File: src/design/msgd_pkg.sv
// Shared types, codes and a helper function for the swipe gesture detector.
package msgd_pkg;

    // Input command codes
    typedef enum logic [1:0] {
        CMD_MOTION_X = 2'd0,
        CMD_MOTION_Y = 2'd1,
        CMD_OTHER    = 2'd2,
        CMD_TICK     = 2'd3
    } cmd_t;

    // Gesture direction codes
    typedef enum logic [1:0] {
        DIR_RIGHT = 2'd0,
        DIR_LEFT  = 2'd1,
        DIR_UP    = 2'd2,
        DIR_DOWN  = 2'd3
    } dir_t;

    // Configuration register indexes
    typedef enum logic [1:0] {
        REG_MOVE_THRESHOLD = 2'd0,
        REG_COOLDOWN_MS    = 2'd1,
        REG_TAP_MS         = 2'd2,
        REG_UNUSED         = 2'd3
    } reg_idx_t;

    localparam int unsigned DELTA_W  = 16;
    localparam int unsigned THRESH_W = 15;
    localparam int unsigned TIME_W   = 16;
    localparam int unsigned CFG_W    = 16;
    localparam int unsigned MDATA_W  = 8;

    localparam logic [THRESH_W-1:0] THRESH_RESET = 15'd10;
    localparam logic [TIME_W-1:0]   TIME_MAX     = 16'hFFFF;

    // One accepted input beat
    typedef struct packed {
        cmd_t               command;
        logic [DELTA_W-1:0] delta;
        logic               sync_flag;
    } item_t;

    // One result beat
    typedef struct packed {
        logic consumed;
        logic press_out;
        logic release_out;
        dir_t gesture_dir;
    } result_t;

    // Magnitude of a two's complement value, saturated to 15 bits
    function automatic logic [THRESH_W-1:0] magnitude(input logic [DELTA_W-1:0] v);
        logic [DELTA_W-1:0] neg;
        neg = ~v + 16'd1;
        if (!v[DELTA_W-1]) begin
            return v[THRESH_W-1:0];
        end else if (neg[DELTA_W-1]) begin
            return {THRESH_W{1'b1}};
        end else begin
            return neg[THRESH_W-1:0];
        end
    endfunction

endpackage

File: src/design/msgd_in_stage.sv
// Input register stage: captures one beat and holds it until the core takes it.
module msgd_in_stage (
    input  logic           aclk,
    input  logic           aresetn,
    input  logic           s_tvalid,
    output logic           s_tready,
    input  msgd_pkg::item_t s_item,
    input  logic           advance,
    output logic           item_valid,
    output msgd_pkg::item_t item
);

    logic            valid_reg;
    logic            valid_next;
    msgd_pkg::item_t item_reg;

    // Free when empty or when the held beat moves on this cycle
    assign s_tready   = !valid_reg || advance;
    assign item_valid = valid_reg;
    assign item       = item_reg;

    always_comb begin
        valid_next = valid_reg;
        if (s_tready) begin
            valid_next = s_tvalid;
        end
    end

    // Valid flag
    always_ff @(posedge aclk) begin
        if (!aresetn) begin
            valid_reg <= 1'b0;
        end else begin
            valid_reg <= valid_next;
        end
    end

    // Payload
    always_ff @(posedge aclk) begin
        if (s_tvalid && s_tready) begin
            item_reg <= s_item;
        end
    end

endmodule

File: src/design/msgd_core.sv
// Gesture state, configuration registers and the per-beat update logic.
module msgd_core (
    input  logic                           aclk,
    input  logic                           aresetn,
    input  logic                           cfg_wr_en,
    input  msgd_pkg::reg_idx_t             cfg_index,
    input  logic [msgd_pkg::CFG_W-1:0]     cfg_wdata,
    input  logic                           step,
    input  msgd_pkg::item_t                item,
    output msgd_pkg::result_t              result
);

    // Configuration
    logic [msgd_pkg::THRESH_W-1:0] move_threshold_reg;
    logic [msgd_pkg::TIME_W-1:0]   cooldown_ms_reg;
    logic [msgd_pkg::TIME_W-1:0]   tap_ms_reg;

    // Gesture state
    logic [msgd_pkg::DELTA_W-1:0] accum_x_reg, accum_x_next;
    logic [msgd_pkg::DELTA_W-1:0] accum_y_reg, accum_y_next;
    logic [msgd_pkg::TIME_W-1:0]  ticks_reg, ticks_next;
    logic                         ever_trig_reg, ever_trig_next;
    logic                         pending_reg, pending_next;
    msgd_pkg::dir_t               held_dir_reg, held_dir_next;
    logic [msgd_pkg::TIME_W-1:0]  countdown_reg, countdown_next;

    logic [msgd_pkg::DELTA_W-1:0]  sum_x, sum_y;
    logic [msgd_pkg::THRESH_W-1:0] mag_x, mag_y;
    logic                          over, in_cooldown;
    msgd_pkg::dir_t                dir_new;

    // Candidate accumulator values and their magnitudes
    always_comb begin
        sum_x = accum_x_reg;
        sum_y = accum_y_reg;
        if (item.command == msgd_pkg::CMD_MOTION_X) begin
            sum_x = accum_x_reg + item.delta;
        end
        if (item.command == msgd_pkg::CMD_MOTION_Y) begin
            sum_y = accum_y_reg + item.delta;
        end
        mag_x = msgd_pkg::magnitude(sum_x);
        mag_y = msgd_pkg::magnitude(sum_y);
        over  = (mag_x >= move_threshold_reg) || (mag_y >= move_threshold_reg);
        in_cooldown = (cooldown_ms_reg != '0) && ever_trig_reg
                      && (ticks_reg < cooldown_ms_reg);
        // X wins ties; zero X reads as left, zero Y as down
        if (mag_x >= mag_y) begin
            dir_new = (!sum_x[msgd_pkg::DELTA_W-1] && sum_x != '0) ?
                      msgd_pkg::DIR_RIGHT : msgd_pkg::DIR_LEFT;
        end else begin
            dir_new = sum_y[msgd_pkg::DELTA_W-1] ? msgd_pkg::DIR_UP : msgd_pkg::DIR_DOWN;
        end
    end

    // Next state and result
    always_comb begin
        accum_x_next   = accum_x_reg;
        accum_y_next   = accum_y_reg;
        ticks_next     = ticks_reg;
        ever_trig_next = ever_trig_reg;
        pending_next   = pending_reg;
        held_dir_next  = held_dir_reg;
        countdown_next = countdown_reg;
        result         = '{consumed: 1'b0, press_out: 1'b0, release_out: 1'b0,
                           gesture_dir: msgd_pkg::DIR_RIGHT};
        case (item.command)
            msgd_pkg::CMD_TICK: begin
                if (ticks_reg != msgd_pkg::TIME_MAX) begin
                    ticks_next = ticks_reg + 16'd1;
                end
                if (pending_reg) begin
                    if (countdown_reg <= 16'd1) begin
                        countdown_next     = '0;
                        pending_next       = 1'b0;
                        result.release_out = 1'b1;
                        result.gesture_dir = held_dir_reg;
                    end else begin
                        countdown_next = countdown_reg - 16'd1;
                    end
                end
            end
            msgd_pkg::CMD_MOTION_X, msgd_pkg::CMD_MOTION_Y: begin
                result.consumed = 1'b1;
                accum_x_next    = sum_x;
                accum_y_next    = sum_y;
                if (item.sync_flag && over) begin
                    accum_x_next = '0;
                    accum_y_next = '0;
                    if (!in_cooldown) begin
                        ticks_next     = '0;
                        ever_trig_next = 1'b1;
                        if (!pending_reg) begin
                            pending_next       = 1'b1;
                            held_dir_next      = dir_new;
                            countdown_next     = tap_ms_reg;
                            result.press_out   = 1'b1;
                            result.gesture_dir = dir_new;
                        end
                    end
                end
            end
            default: begin
                // other events pass through untouched
            end
        endcase
    end

    // Configuration registers
    always_ff @(posedge aclk) begin
        if (!aresetn) begin
            move_threshold_reg <= msgd_pkg::THRESH_RESET;
            cooldown_ms_reg    <= '0;
            tap_ms_reg         <= '0;
        end else if (cfg_wr_en) begin
            case (cfg_index)
                msgd_pkg::REG_MOVE_THRESHOLD:
                    move_threshold_reg <= cfg_wdata[msgd_pkg::THRESH_W-1:0];
                msgd_pkg::REG_COOLDOWN_MS: cooldown_ms_reg <= cfg_wdata;
                msgd_pkg::REG_TAP_MS:      tap_ms_reg      <= cfg_wdata;
                default: begin
                end
            endcase
        end
    end

    // State registers, updated once per beat taken
    always_ff @(posedge aclk) begin
        if (!aresetn) begin
            accum_x_reg   <= '0;
            accum_y_reg   <= '0;
            ticks_reg     <= '0;
            ever_trig_reg <= 1'b0;
            pending_reg   <= 1'b0;
            held_dir_reg  <= msgd_pkg::DIR_RIGHT;
            countdown_reg <= '0;
        end else if (step) begin
            accum_x_reg   <= accum_x_next;
            accum_y_reg   <= accum_y_next;
            ticks_reg     <= ticks_next;
            ever_trig_reg <= ever_trig_next;
            pending_reg   <= pending_next;
            held_dir_reg  <= held_dir_next;
            countdown_reg <= countdown_next;
        end
    end

    // A press leaves a gesture pending
    assert property (@(posedge aclk) disable iff (!aresetn)
        step && result.press_out |=> pending_reg)
        else $error("press did not set pending");

    // A release only ends a pending gesture
    assert property (@(posedge aclk) disable iff (!aresetn)
        step && result.release_out |-> pending_reg && !pending_next)
        else $error("release without pending gesture");

    // Press and release never share a beat
    assert property (@(posedge aclk) disable iff (!aresetn)
        !(result.press_out && result.release_out))
        else $error("press and release on one beat");

endmodule

File: src/design/motion_swipe_gesture_detector.sv
// Top level of the swipe gesture detector: input stage, core and output register.
//
// Usage:
//   Slave channel s_*: one beat per event. s_tuser carries the command
//   (0 X motion, 1 Y motion, 2 other event, 3 millisecond tick), s_tdata the
//   signed motion delta, s_tlast the end-of-report flag.
//   Master channel m_*: exactly one result beat per input beat, in order.
//   Config port: cfg_wr_en, cfg_index, cfg_wdata; write only while idle.
//     Index 0 move threshold (15 bits), 1 cooldown in ticks, 2 tap time in ticks.
// Path: input register, then output register, which drives m_tvalid.
// Throughput: one beat per cycle while m_tready is high; the whole state update
//   is one pass of add, magnitude and compare logic between the two registers.
// Reset (aresetn low, synchronous): both channels empty, accumulators and
//   timers cleared, threshold 10, cooldown and tap time 0.
// Stall: while m_tready is low the result holds; one more input beat is
//   taken into the input register, after which s_tready drops.
module motion_swipe_gesture_detector (
    input  logic                           aclk,
    input  logic                           aresetn,
    // input channel
    input  logic                           s_tvalid,
    output logic                           s_tready,
    input  logic [15:0]                    s_tdata,  // [15:0] delta
    input  logic [1:0]                     s_tuser,  // [1:0] command
    input  logic                           s_tlast,  // sync_flag
    // result channel
    output logic                           m_tvalid,
    input  logic                           m_tready,
    // [0] consumed, [1] press_out, [2] release_out, [4:3] gesture_dir, [7:5] zero
    output logic [msgd_pkg::MDATA_W-1:0]   m_tdata,
    // configuration
    input  logic                           cfg_wr_en,
    input  logic [1:0]                     cfg_index,
    input  logic [msgd_pkg::CFG_W-1:0]     cfg_wdata
);

    msgd_pkg::item_t   s_item, item;
    msgd_pkg::result_t result;
    msgd_pkg::result_t out_reg;
    logic              item_valid;
    logic              advance;
    logic              out_valid_reg, out_valid_next;

    assign s_item = '{command: msgd_pkg::cmd_t'(s_tuser), delta: s_tdata,
                      sync_flag: s_tlast};

    // Held beat moves into the output register when that is free
    assign advance = item_valid && (!out_valid_reg || m_tready);

    msgd_in_stage u_in (
        .aclk       (aclk),
        .aresetn    (aresetn),
        .s_tvalid   (s_tvalid),
        .s_tready   (s_tready),
        .s_item     (s_item),
        .advance    (advance),
        .item_valid (item_valid),
        .item       (item)
    );

    msgd_core u_core (
        .aclk      (aclk),
        .aresetn   (aresetn),
        .cfg_wr_en (cfg_wr_en),
        .cfg_index (msgd_pkg::reg_idx_t'(cfg_index)),
        .cfg_wdata (cfg_wdata),
        .step      (advance),
        .item      (item),
        .result    (result)
    );

    // Output valid
    always_comb begin
        out_valid_next = out_valid_reg;
        if (advance) begin
            out_valid_next = 1'b1;
        end else if (m_tready) begin
            out_valid_next = 1'b0;
        end
    end

    always_ff @(posedge aclk) begin
        if (!aresetn) begin
            out_valid_reg <= 1'b0;
        end else begin
            out_valid_reg <= out_valid_next;
        end
    end

    // Output payload
    always_ff @(posedge aclk) begin
        if (advance) begin
            out_reg <= result;
        end
    end

    assign m_tvalid = out_valid_reg;
    assign m_tdata  = {3'b000, out_reg.gesture_dir, out_reg.release_out,
                       out_reg.press_out, out_reg.consumed};

endmodule

File: config.mk
export PLATFORM = sky130hd
export DESIGN_NAME = motion_swipe_gesture_detector
export DESIGN_NICKNAME = d
export VERILOG_FILES = /design/src/design/msgd_pkg.sv /design/src/design/msgd_in_stage.sv /design/src/design/msgd_core.sv /design/src/design/motion_swipe_gesture_detector.sv
export SDC_FILE = /design/constraint.sdc
export NUM_CORES = 1
export LEC_CHECK = 0
export BUFFER_PORTS_ARGS = -buffer_cell sky130_fd_sc_hd__buf_4
export CAP_MARGIN = 10
export CORE_ASPECT_RATIO = 2
export CORE_MARGIN = 2
export CORE_UTILIZATION = 50
export CTS_CLUSTER_DIAMETER = 50
export DETAILED_ROUTE_END_ITERATION = 12
export GPL_TIMING_DRIVEN = 0
export HOLD_SLACK_MARGIN = 0.02
export PLACE_DENSITY = 0.67
export SLEW_MARGIN = 10
export SYNTH_ARGS = -nofsm -noshare
export SYNTH_HDL_FRONTEND = slang
export SYNTH_SLANG_ARGS = --single-unit
export TNS_END_PERCENT = 20
File: constraint.sdc
create_clock -name aclk -period 7.3 [get_ports aclk]
set_input_delay 0.73 -clock aclk [delete_from_list [all_inputs] [get_ports aclk]]
set_output_delay 0.73 -clock aclk [all_outputs]
set_load 0.005 [all_outputs]
==> results of run 1 <==
## final timing paths
kind                                                     end  slack [ps]  depth (start not counted)
worst max-delay path                     u_core.ticks_reg[8]         320                         25
worst min register to register  u_core.move_threshold_reg[7]         460                          2
worst max register to register           u_core.ticks_reg[8]         320                         25
worst min-delay path            u_core.move_threshold_reg[7]         460                          2
## worst reg2reg max path: cells and delay by family (launching register included)
kind	cells	cell delay, ps
buffers and inverters	2	340
muxes	2	520
DFF	1	450
AOI/OAI and AO/OA	9	2310
adders and majority gates	3	1060
and+or+nand+nor	9	2260
## layout by cell type (no fill, tap or decap), drive strengths merged, types with 6 or more instances in the layout
cell     instances
clkbuf          69
nor4            12
a21oi          138
nor2b            9
or3              9
ha              93
and3            10
o21a            17
buf             70
nor2           104
o2111ai         10
dfxtp          117
xor2            16
nand3b          15
and2             7
a221oi           9
nand2b          16
o31ai            8
and4             6
nand3           59
mux2             8
a22oi           17
nand2          233
nor3            24
xnor2           18
nand4           15
o211ai          18
inv             78
mux2i           30
edfxtp          24
o21ai           46
a31oi            8
o2bb2ai          7
clkinv           6
a21o            25
a211oi          26
## power groups by stage
stage	Combinational, mW	Clock (mW)	Sequential [mW]
finish	0.611	0.868	0.842
floorplan	0.425	0	0.849
global route	0.675	0.907	0.845
detailed placement	0.588	0	0.859
global placement	0.570	0	0.858
CTS	0.593	0.877	0.842
## routing by layer
layer / vias to the layer above / part of all wire / track usage
met5: - / 0 / 0
met4: 0 / 0.032 / 0.116
met3: 76 / 0.060 / 0.0483
met2: 365 / 0.49 / 0.491
met1: 5054 / 0.42 / 0.377
li1: 5123 / - / -
## layout make-up
type                            count  area, um2
Clock buffer                       21        482
Multi-Input combinational cell   1092       7130
Inverter                           76        285
Buffer                             71        325
Sequential cell                   141       3060
Fill cell                        2087       9210
Clock inverter                     11        105
Tap cell                          273        342
Timing Repair Buffer               47        353
## cell families after synthesis
logic type / after synthesis
flops: 141
buf+inv: 147
xor+xnor: 34
compound gates: 378
simple gates: 544
other cells: 1
mux: 38
fa+ha+maj: 95
## stage by stage
step	util	TNS (ps)
CTS	0.566	0
detailed placement	0.538	-3540
global placement	0.538	-292
floorplan	-	0
finish	0.567	0
global route	0.567	0
## repair_timing
item | 4_1_cts | 5_1_grt
pin swaps | 0 | 0
resized for setup | 2 | 10
endpoints found under the hold margin | 0 | 0
setup endpoints to repair | 58 | 69
==> out/summary.txt, run 1 <==
RUN STATUS
------------------------------------------------------------------------------------------
Run status                                                                    finished, final reports clean

POWER
------------------------------------------------------------------------------------------
Cell leakage power                                                                 4.71 nW
Areal power density over the cells                                              192 nW/um2
Portion of total power attributed to combinational logic                             0.263
Switching fraction of total power                                                    0.331
Peak supply drop                                                                    224 uV
Net switching power of the design                                                 0.769 mW
Sequential fraction of design power                                                  0.363
Pint                                                                               1.55 mW
Clock power share                                                                    0.374
Overall power after layout                                                         2.32 mW

FINISH
------------------------------------------------------------------------------------------
Share of post-route cells with drive strength above 1                               0.0973
Number of nets in the layout                                                          1583
Antenna Diode Count                                                                      0
Growth of design area from synthesis to finish                                       12.3%
Number of standard cells in the layout, taps in and fillers out                       1732
Final non-filler cell area                                                       12100 um2
Flip-flop count of the largest register, all copies and words added                     19

ROUTE
------------------------------------------------------------------------------------------
Drt via density                                                                       6.13
Number of routed nets with antenna violations                                            0
Wire length after detailed routing                                                 33.0 mm
Detailed-route wire length per cell                                                19.0 um
Pre-Repair DR Iteration Count                                                            5
Initial drt markers                                                                    679
Vias                                                                                 10600
DR DRC count                                                                             0

PLACED DESIGN
------------------------------------------------------------------------------------------
Detailed Place HPWL                                                                25.6 mm
Weighted congestion reported at the end of routability-driven placement              0.947
Number of placed cells counting well taps                                             1700
Buffers on Ports                                                                        47
Worst setup slack before clock tree synthesis                                      -137 ps
Placed instance area                                                             11500 um2

YOSYS
------------------------------------------------------------------------------------------
Simple-gate share of the synthesized area                                            0.237
Synthesized instance count                                                            1378
Library cell with the largest summed area after synthesis                     sky130_fd_sc_hd__dfxtp_1
Most frequently used cell type in the post-synthesis netlist                  sky130_fd_sc_hd__nand2_1
Largest family of logic cells by synthesized area                             compound AO/OA/AOI/OAI gates
Share of the yosys chip area belonging to registers                                  0.285
Mean instance size in the synthesized netlist                                     7.81 um2
Synth Flop Type                                                               sky130_fd_sc_hd__dfxtp_1
Top area cells in the synthesized netlist                                     sky130_fd_sc_hd__dfxtp_1 22%, sky130_fd_sc_hd__ha_1 11%, sky130_fd_sc_hd__nand2_1 8.1%, sky130_fd_sc_hd__edfxtp_1 6.7%, sky130_fd_sc_hd__a21oi_1 6.4%
Share of synthesized cell area in full adder, half adder and majority cells          0.112
Mapped Area                                                                      10800 um2
Number of enable flip-flop cells after synthesis                                        24
Synth Area in XOR/XNOR                                                              0.0277
Flops & latches, synth                                                                 141
Cell types with the highest counts after synthesis                            233 x sky130_fd_sc_hd__nand2_1, 137 x sky130_fd_sc_hd__a21oi_1, 117 x sky130_fd_sc_hd__dfxtp_1
Fraction of synthesis flops using an asynchronous set or reset pin                       0
Compound-gate portion of the synthesized area                                        0.244
Unique cell type count in the Yosys netlist                                             91
Top cell type's share of synthesized area                                            0.218
Yosys warnings                                                                           0
Portion of netlist area occupied by mux cells                                       0.0377

CTS
------------------------------------------------------------------------------------------
Number of clock sinks                                                                  141
CTS Root Buffer Type                                                          sky130_fd_sc_hd__clkbuf_16
CTS clock-pin slew for the worst setup and hold paths                                60 ps
Number of hold-repair buffers added at the cts stage                                     0
H-tree levels                                                                            4
Clock Path Buffers                                                                       2
Clock tree from TritonCTS                                                              yes
Buffer count from post-CTS setup fixing                                                  0
Number of buffers created by CTS                                                        17
Clock latency of the later-clocked register in the worst-skew pair                  440 ps

GLOBAL ROUTE
------------------------------------------------------------------------------------------
Overall global routing resource usage                                                0.295
Aggregate global routing overflow                                                        0
Number of antenna violations at the first check in global routing                        0
Vias in the first global route                                                       10300
Maximum number of pins on one net before global-route repair                            20
Wire length of the first global-routing pass                                       52.7 mm

STA
------------------------------------------------------------------------------------------
Upper clock frequency limit                                                        143 MHz
Actual slew at the worst max-slew pin                                              1080 ps
Final Critical Period                                                              6980 ps
Hold WS                                                                             455 ps
# setup viols final                                                                      0
Unrepaired setup endpoints after global routing                                      false
Clock tree skew after final layout                                                 8.39 ps
Number of endpoints with negative hold slack in the final report                         0
Final setup slack of the worst path                                                 320 ps
Tcrit/Tclk final                                                                     0.956
Max-slew headroom                                                                    0.274
Number of pins with negative max-slew slack in the final report                          0

WORST SETUP PATH
------------------------------------------------------------------------------------------
Max incr delay on CP                                                                530 ps
Critical path buffers and inverters                                                      2
Cell family with the largest share of critical-path delay                     compound AO/OA/AOI/OAI gates
Data required time of the critical path                                            7670 ps
Critical path type                                                            flip-flop to flip-flop
Critical path data arrival time                                                    7350 ps
Launch point of the worst path                                                u_in.item[1]
Capturing element type of the critical path                                      flip-flop
Maximum net fanout on the critical path                                                 10
Sort of element at the start of the critical path                                flip-flop
Launch point of the worst reg-to-reg path                                     u_in.item[1]
Critical path's slowest cell                                                  sky130_fd_sc_hd__or4_1

FLOORPLANNING
------------------------------------------------------------------------------------------
Row cnt                                                                                 76
Number of primary I/O pins                                                              52
Initial cell density of the core                                                     0.505
Die extent in x                                                                     108 um
Core Footprint                                                                   21300 um2
Height of the die                                                                   211 um
Overall die area                                                                 22800 um2

JOB
------------------------------------------------------------------------------------------
Maximum Capacitance Violations                                                           0

HOLD PATH
------------------------------------------------------------------------------------------
Startpoint of the worst hold path                                             u_core.move_threshold_reg[7]
Class of the tightest hold or removal check                                   flip-flop to flip-flop

Note: power is estimated with default switching activity, not from simulation.
==> run 2: changes to the inputs <==
RECOVER_POWER = 50   (was not set)
==> out/summary.txt, run 2 (synthesized netlist as in run 1, its figures left out) <==
GLOBAL ROUTE
--------------------------------------------------------------------------------------
Wire length of the first global-routing pass                                   52.7 mm
Number of antenna violations at the first check in global routing                    0
Overall global routing resource usage                                            0.295
Aggregate global routing overflow                                                    0
Vias in the first global route                                                   10300
Maximum number of pins on one net before global-route repair                        20

FLOORPLANNING
--------------------------------------------------------------------------------------
Initial cell density of the core                                                 0.505
Overall die area                                                             22800 um2
Height of the die                                                               211 um
Die extent in x                                                                 108 um
Row cnt                                                                             76
Number of primary I/O pins                                                          52
Core Footprint                                                               21300 um2

ROUTE
--------------------------------------------------------------------------------------
Number of routed nets with antenna violations                                        0
DR DRC count                                                                         0
Drt via density                                                                   6.17
Pre-Repair DR Iteration Count                                                        6
Initial drt markers                                                                717
Wire length after detailed routing                                             33.0 mm
Detailed-route wire length per cell                                            19.0 um
Vias                                                                             10700

PLACED DESIGN
--------------------------------------------------------------------------------------
Weighted congestion reported at the end of routability-driven placement          0.947
Detailed Place HPWL                                                            25.6 mm
Worst setup slack before clock tree synthesis                                  -137 ps
Number of placed cells counting well taps                                         1700
Buffers on Ports                                                                    47
Placed instance area                                                         11500 um2

FINISH
--------------------------------------------------------------------------------------
Antenna Diode Count                                                                  0
Most common library cell in the layout ignoring fill and taps             sky130_fd_sc_hd__nand2_1
Fin util                                                                         0.567
Flip-flop count of the largest register, all copies and words added                 19
Final non-filler cell area                                                   12100 um2
Most frequent cells in the layout                                         233 x sky130_fd_sc_hd__nand2_1, 134 x sky130_fd_sc_hd__a21oi_1, 117 x sky130_fd_sc_hd__dfxtp_1
Number of nets in the layout                                                      1583
Share of post-route cells with drive strength above 1                           0.0966
Growth of design area from synthesis to finish                                   12.3%
Number of standard cells in the layout, taps in and fillers out                   1732

JOB
--------------------------------------------------------------------------------------
Maximum Capacitance Violations                                                       0

STA
--------------------------------------------------------------------------------------
Number of pins with negative max-slew slack in the final report                      0
Hold WS                                                                         458 ps
Number of endpoints with negative hold slack in the final report                     0
Final sum of negative setup slack                                                 0 ps
# setup viols final                                                                  0
Final setup slack of the worst path                                             322 ps
Final Critical Period                                                          6980 ps
Max-slew headroom                                                                0.108
Actual slew at the worst max-slew pin                                          1340 ps
Clock tree skew after final layout                                             8.81 ps
Upper clock frequency limit                                                    143 MHz
Tcrit/Tclk final                                                                 0.956
Unrepaired setup endpoints after global routing                                  false

WORST SETUP PATH
--------------------------------------------------------------------------------------
Max incr delay on CP                                                            520 ps
Sort of element at the start of the critical path                            flip-flop
Maximum net fanout on the critical path                                             10
Critical path's slowest cell                                              sky130_fd_sc_hd__or4_1
Critical path type                                                        flip-flop to flip-flop
Critical path buffers and inverters                                                  2
Cell family with the largest share of critical-path delay                 compound AO/OA/AOI/OAI gates
Capturing element type of the critical path                                  flip-flop
Data required time of the critical path                                        7670 ps
Critical path data arrival time                                                7340 ps

CTS
--------------------------------------------------------------------------------------
Clock Path Buffers                                                                   2
Number of buffers created by CTS                                                    17
Number of clock sinks                                                              141
Buffer count from post-CTS setup fixing                                              0
CTS Root Buffer Type                                                      sky130_fd_sc_hd__clkbuf_16
H-tree levels                                                                        4
Clock tree from TritonCTS                                                          yes
CTS clock-pin slew for the worst setup and hold paths                            60 ps
Clock latency of the later-clocked register in the worst-skew pair              440 ps

HOLD PATH
--------------------------------------------------------------------------------------
Class of the tightest hold or removal check                               flip-flop to flip-flop

POWER
--------------------------------------------------------------------------------------
Overall power after layout                                                     2.32 mW
Cell leakage power                                                             4.70 nW
Switching fraction of total power                                                0.331
Sequential fraction of design power                                              0.363
Portion of total power attributed to combinational logic                         0.263
Peak supply drop                                                                223 uV
Net switching power of the design                                             0.768 mW
Pint                                                                           1.55 mW
Areal power density over the cells                                          192 nW/um2
Clock power share                                                                0.374

RUN STATUS
--------------------------------------------------------------------------------------
Run status                                                                finished, final reports clean

run 2: changes by cell type in the layout (fill, tap and decap cells not counted), sizes merged:
cell,previous run,this run
buf,70,44
clkbuf,69,95
run 2: worst min-delay path, delay by kind of cell, from the launching register on:
family	cells	cell delay, ps
simple gates	1	50
flops	1	310
compound gates	1	50
run 2: final timing paths:
path / start / to / slack (ps) / cells past startpoint
max: u_in.item[1] / u_core.ticks_reg[8] / 320 / 25
min: u_core.move_threshold_reg[7] / u_core.move_threshold_reg[7] / 460 / 2
max reg2reg: u_in.item[1] / u_core.ticks_reg[8] / 320 / 25
min reg2reg: u_core.move_threshold_reg[7] / u_core.move_threshold_reg[7] / 460 / 2
run 2: layout make-up:
class                   count  area (um2)
inverters                  76         285
plain buffers              71         325
well taps                 273         342
fillers                  2089        9220
clock inverters            11         105
clock buffers              21         482
repair buffers             47         349
multi-input cells        1092        7130
flip-flops and latches    141        3060
run 2: what timing repair did:
item,4_1_cts,5_1_grt
hold buffers,0,0
gates resized for setup,2,10
endpoints found under the setup margin,58,69
run 2: metal layers:
layer,routed length (um),track usage
met1,13900,0.377
met2,15900,0.491
met3,2090,0.0483
met4,1060,0.116
met5,0,0
run 2: power by group through the flow:
stage	clock network, mW	logic, mW	registers [mW]
CTS	0.877	0.593	0.842
global route	0.907	0.674	0.845
detailed placement	0	0.588	0.859
global placement	0	0.570	0.858
finish	0.868	0.610	0.842
floorplan	0	0.425	0.849
==> run 3: changes to the inputs <==
CAP_MARGIN = 5   (was 10)
CELL_PAD_IN_SITES_DETAIL_PLACEMENT = 1   (was not set)
CELL_PAD_IN_SITES_GLOBAL_PLACEMENT = 2   (was not set)
CORE_UTILIZATION = 38   (was 50)
PLACE_DENSITY = not set   (was 0.67)
PLACE_DENSITY_LB_ADDON = 0.1   (was not set)
==> out/summary.txt, run 3 (synthesized netlist as in run 1, its figures left out) <==
HOLD PATH
--------------------------------------------------------------------------------------
Hold Crit Depth                                                                      2
Class of the tightest hold or removal check                               flip-flop to flip-flop
Worst-case hold path end point                                            u_core.move_threshold_reg[9]
Startpoint of the worst hold path                                         u_core.move_threshold_reg[9]

PLACED DESIGN
--------------------------------------------------------------------------------------
Weighted congestion reported at the end of routability-driven placement          0.896
Placed instance area                                                         11600 um2
Buffers on Ports                                                                    47
Detailed Place HPWL                                                            35.9 mm

STA
--------------------------------------------------------------------------------------
# setup viols final                                                                  0
Final sum of negative setup slack                                                 0 ps
Actual slew at the worst max-slew pin                                          1460 ps
Max-slew headroom                                                               0.0251
Number of pins with negative max-slew slack in the final report                      0
Number of endpoints with negative hold slack in the final report                     0
Upper clock frequency limit                                                    143 MHz
Tcrit/Tclk final                                                                 0.959
Clock tree skew after final layout                                             11.6 ps
Final Critical Period                                                          7000 ps
Unrepaired setup endpoints after global routing                                  false

WORST SETUP PATH
--------------------------------------------------------------------------------------
Capturing element type of the critical path                                  flip-flop
Maximum net fanout on the critical path                                             10
Register-to-register path setup slack                                           300 ps
Critical path buffers and inverters                                                  2
Critical path's slowest cell                                              sky130_fd_sc_hd__or4_1
Critical path data arrival time                                                7370 ps
Data required time of the critical path                                        7670 ps
Cell family with the largest share of critical-path delay                 simple AND/OR/NAND/NOR gates
Max incr delay on CP                                                            530 ps
Reg-to-reg endpoint                                                       u_core.countdown_reg[2]
Launch point of the worst reg-to-reg path                                 u_in.item[1]
Launch point of the worst path                                            u_in.item[1]
Sort of element at the start of the critical path                            flip-flop
Critical path type                                                        flip-flop to flip-flop
R2R cell count                                                                      25

GLOBAL ROUTE
--------------------------------------------------------------------------------------
Aggregate global routing overflow                                                    0
Wire length of the first global-routing pass                                   65.5 mm
Number of antenna violations at the first check in global routing                    0
Overall global routing resource usage                                            0.298
Vias in the first global route                                                   11600
Maximum number of pins on one net before global-route repair                        20

ROUTE
--------------------------------------------------------------------------------------
DR DRC count                                                                         0
Detailed-route wire length per cell                                            23.9 um
Wire length after detailed routing                                             43.4 mm
Vias                                                                             10700
Drt via density                                                                   5.86
Initial drt markers                                                                405
Number of routed nets with antenna violations                                        0
Pre-Repair DR Iteration Count                                                        5

CTS
--------------------------------------------------------------------------------------
CTS Root Buffer Type                                                      sky130_fd_sc_hd__clkbuf_16
Number of clock sinks                                                              141
Clock latency of the later-clocked register in the worst-skew pair              460 ps
Clock Path Buffers                                                                   2
Number of buffers created by CTS                                                    17
CTS clock-pin slew for the worst setup and hold paths                            60 ps
Clock tree from TritonCTS                                                          yes
H-tree levels                                                                        4

FINISH
--------------------------------------------------------------------------------------
Flip-flop count of the largest register, all copies and words added                 19
Sequential cell area                                                          3060 um2
Most frequent cells in the layout                                         227 x sky130_fd_sc_hd__nand2_1, 137 x sky130_fd_sc_hd__a21oi_1, 117 x sky130_fd_sc_hd__dfxtp_1
Growth of design area from synthesis to finish                                   14.7%
Most common library cell in the layout ignoring fill and taps             sky130_fd_sc_hd__nand2_1
Number of nets in the layout                                                      1586
Area taken by multi-input logic gates                                         7230 um2
Final non-filler cell area                                                   12300 um2
Fillers                                                                           3458
Antenna Diode Count                                                                  0
Share of post-route cells with drive strength above 1                            0.106

JOB
--------------------------------------------------------------------------------------
Maximum Capacitance Violations                                                       0

POWER
--------------------------------------------------------------------------------------
Portion of total power attributed to combinational logic                         0.267
Cell leakage power                                                             4.74 nW
Peak supply drop                                                                180 uV
Net switching power of the design                                             0.849 mW
Clock power share                                                                0.388
Switching fraction of total power                                                0.345
Areal power density over the cells                                          199 nW/um2
Sequential fraction of design power                                              0.345
Pint                                                                           1.61 mW

RUN STATUS
--------------------------------------------------------------------------------------
Run status                                                                finished, final reports clean

FLOORPLANNING
--------------------------------------------------------------------------------------
Core Footprint                                                               28100 um2
Die extent in x                                                                 123 um
Height of the die                                                               242 um
Number of primary I/O pins                                                          52
Row cnt                                                                             87
Overall die area                                                             29800 um2
Initial cell density of the core                                                 0.383

[run 3: cell types whose count changed in the layout (fill, tap and decap cells not counted), sizes merged]
cell,delta
buf,+1
bufinv,+1
clkbuf,+2
clkinv,-4
clkinvlp,-2
inv,+5
[run 3: worst max path at each step]
stage / cells past startpoint / endpoint
4_1_cts: 25 / u_core.ticks_reg[4]
6_report: 25 / u_core.countdown_reg[2]
3_5_place_dp: 23 / u_core.countdown_reg[2]
3_3_place_gp: 23 / u_core.countdown_reg[6]
2_1_floorplan: 25 / u_core.countdown_reg[2]
5_1_grt: 24 / u_core.ticks_reg[14]
[run 3: what timing repair did]
action,CTS,global route
gates cloned,0,0
buffers inserted,0,3
resized for setup,7,26
setup endpoints to repair,71,67
pin swaps,0,5
hold buffers,0,0
[run 3: cell type report]
class,count,share of cell area
clock buffers,21,0.0399
repair buffers,50,0.0289
flip-flops and latches,141,0.248
multi-input cells,1092,0.586
clock inverters,11,0.0113
well taps,356,0.0361
plain buffers,71,0.0266
inverters,76,0.0231
[run 3: power by group through the flow]
stage	logic [mW]	registers [mW]	clock network (mW)
after global placement	0.622	0.865	0
final	0.656	0.848	0.955
after global routing	0.724	0.849	0.997
after CTS	0.643	0.848	0.968
after detailed placement	0.634	0.865	0
after floorplan	0.425	0.849	0
[run 3: tightest hold or removal path, cell delays in order (launching register included)]
cell and delay, ps:
sky130_fd_sc_hd__dfxtp_1 310, sky130_fd_sc_hd__nand2_1 50, sky130_fd_sc_hd__a21oi_1 50
[run 3: through the flow]
step / power (mW) / hold slack [ps] / utilization / setup slack [ps] / instances
final: 2.46 / 456 / 0.439 / 298 / 1818
after detailed placement: 1.50 / 451 / 0.412 / -645 / 1783
after floorplan: 1.27 / 426 / - / 1260 / 1380
after CTS: 2.46 / 438 / 0.435 / 45.6 / 1815
after global routing: 2.57 / 467 / 0.439 / 22.5 / 1818
after global placement: 1.49 / 445 / 0.412 / -540 / 1783
[run 3: metal layers]
layer  vias up  share of wire  GRT usage
met4         0          0.093      0.248
met5         -              0          0
met3       128          0.019     0.0318
met1      5190           0.31      0.248
li1       5122              -          -
met2       220           0.57      0.591
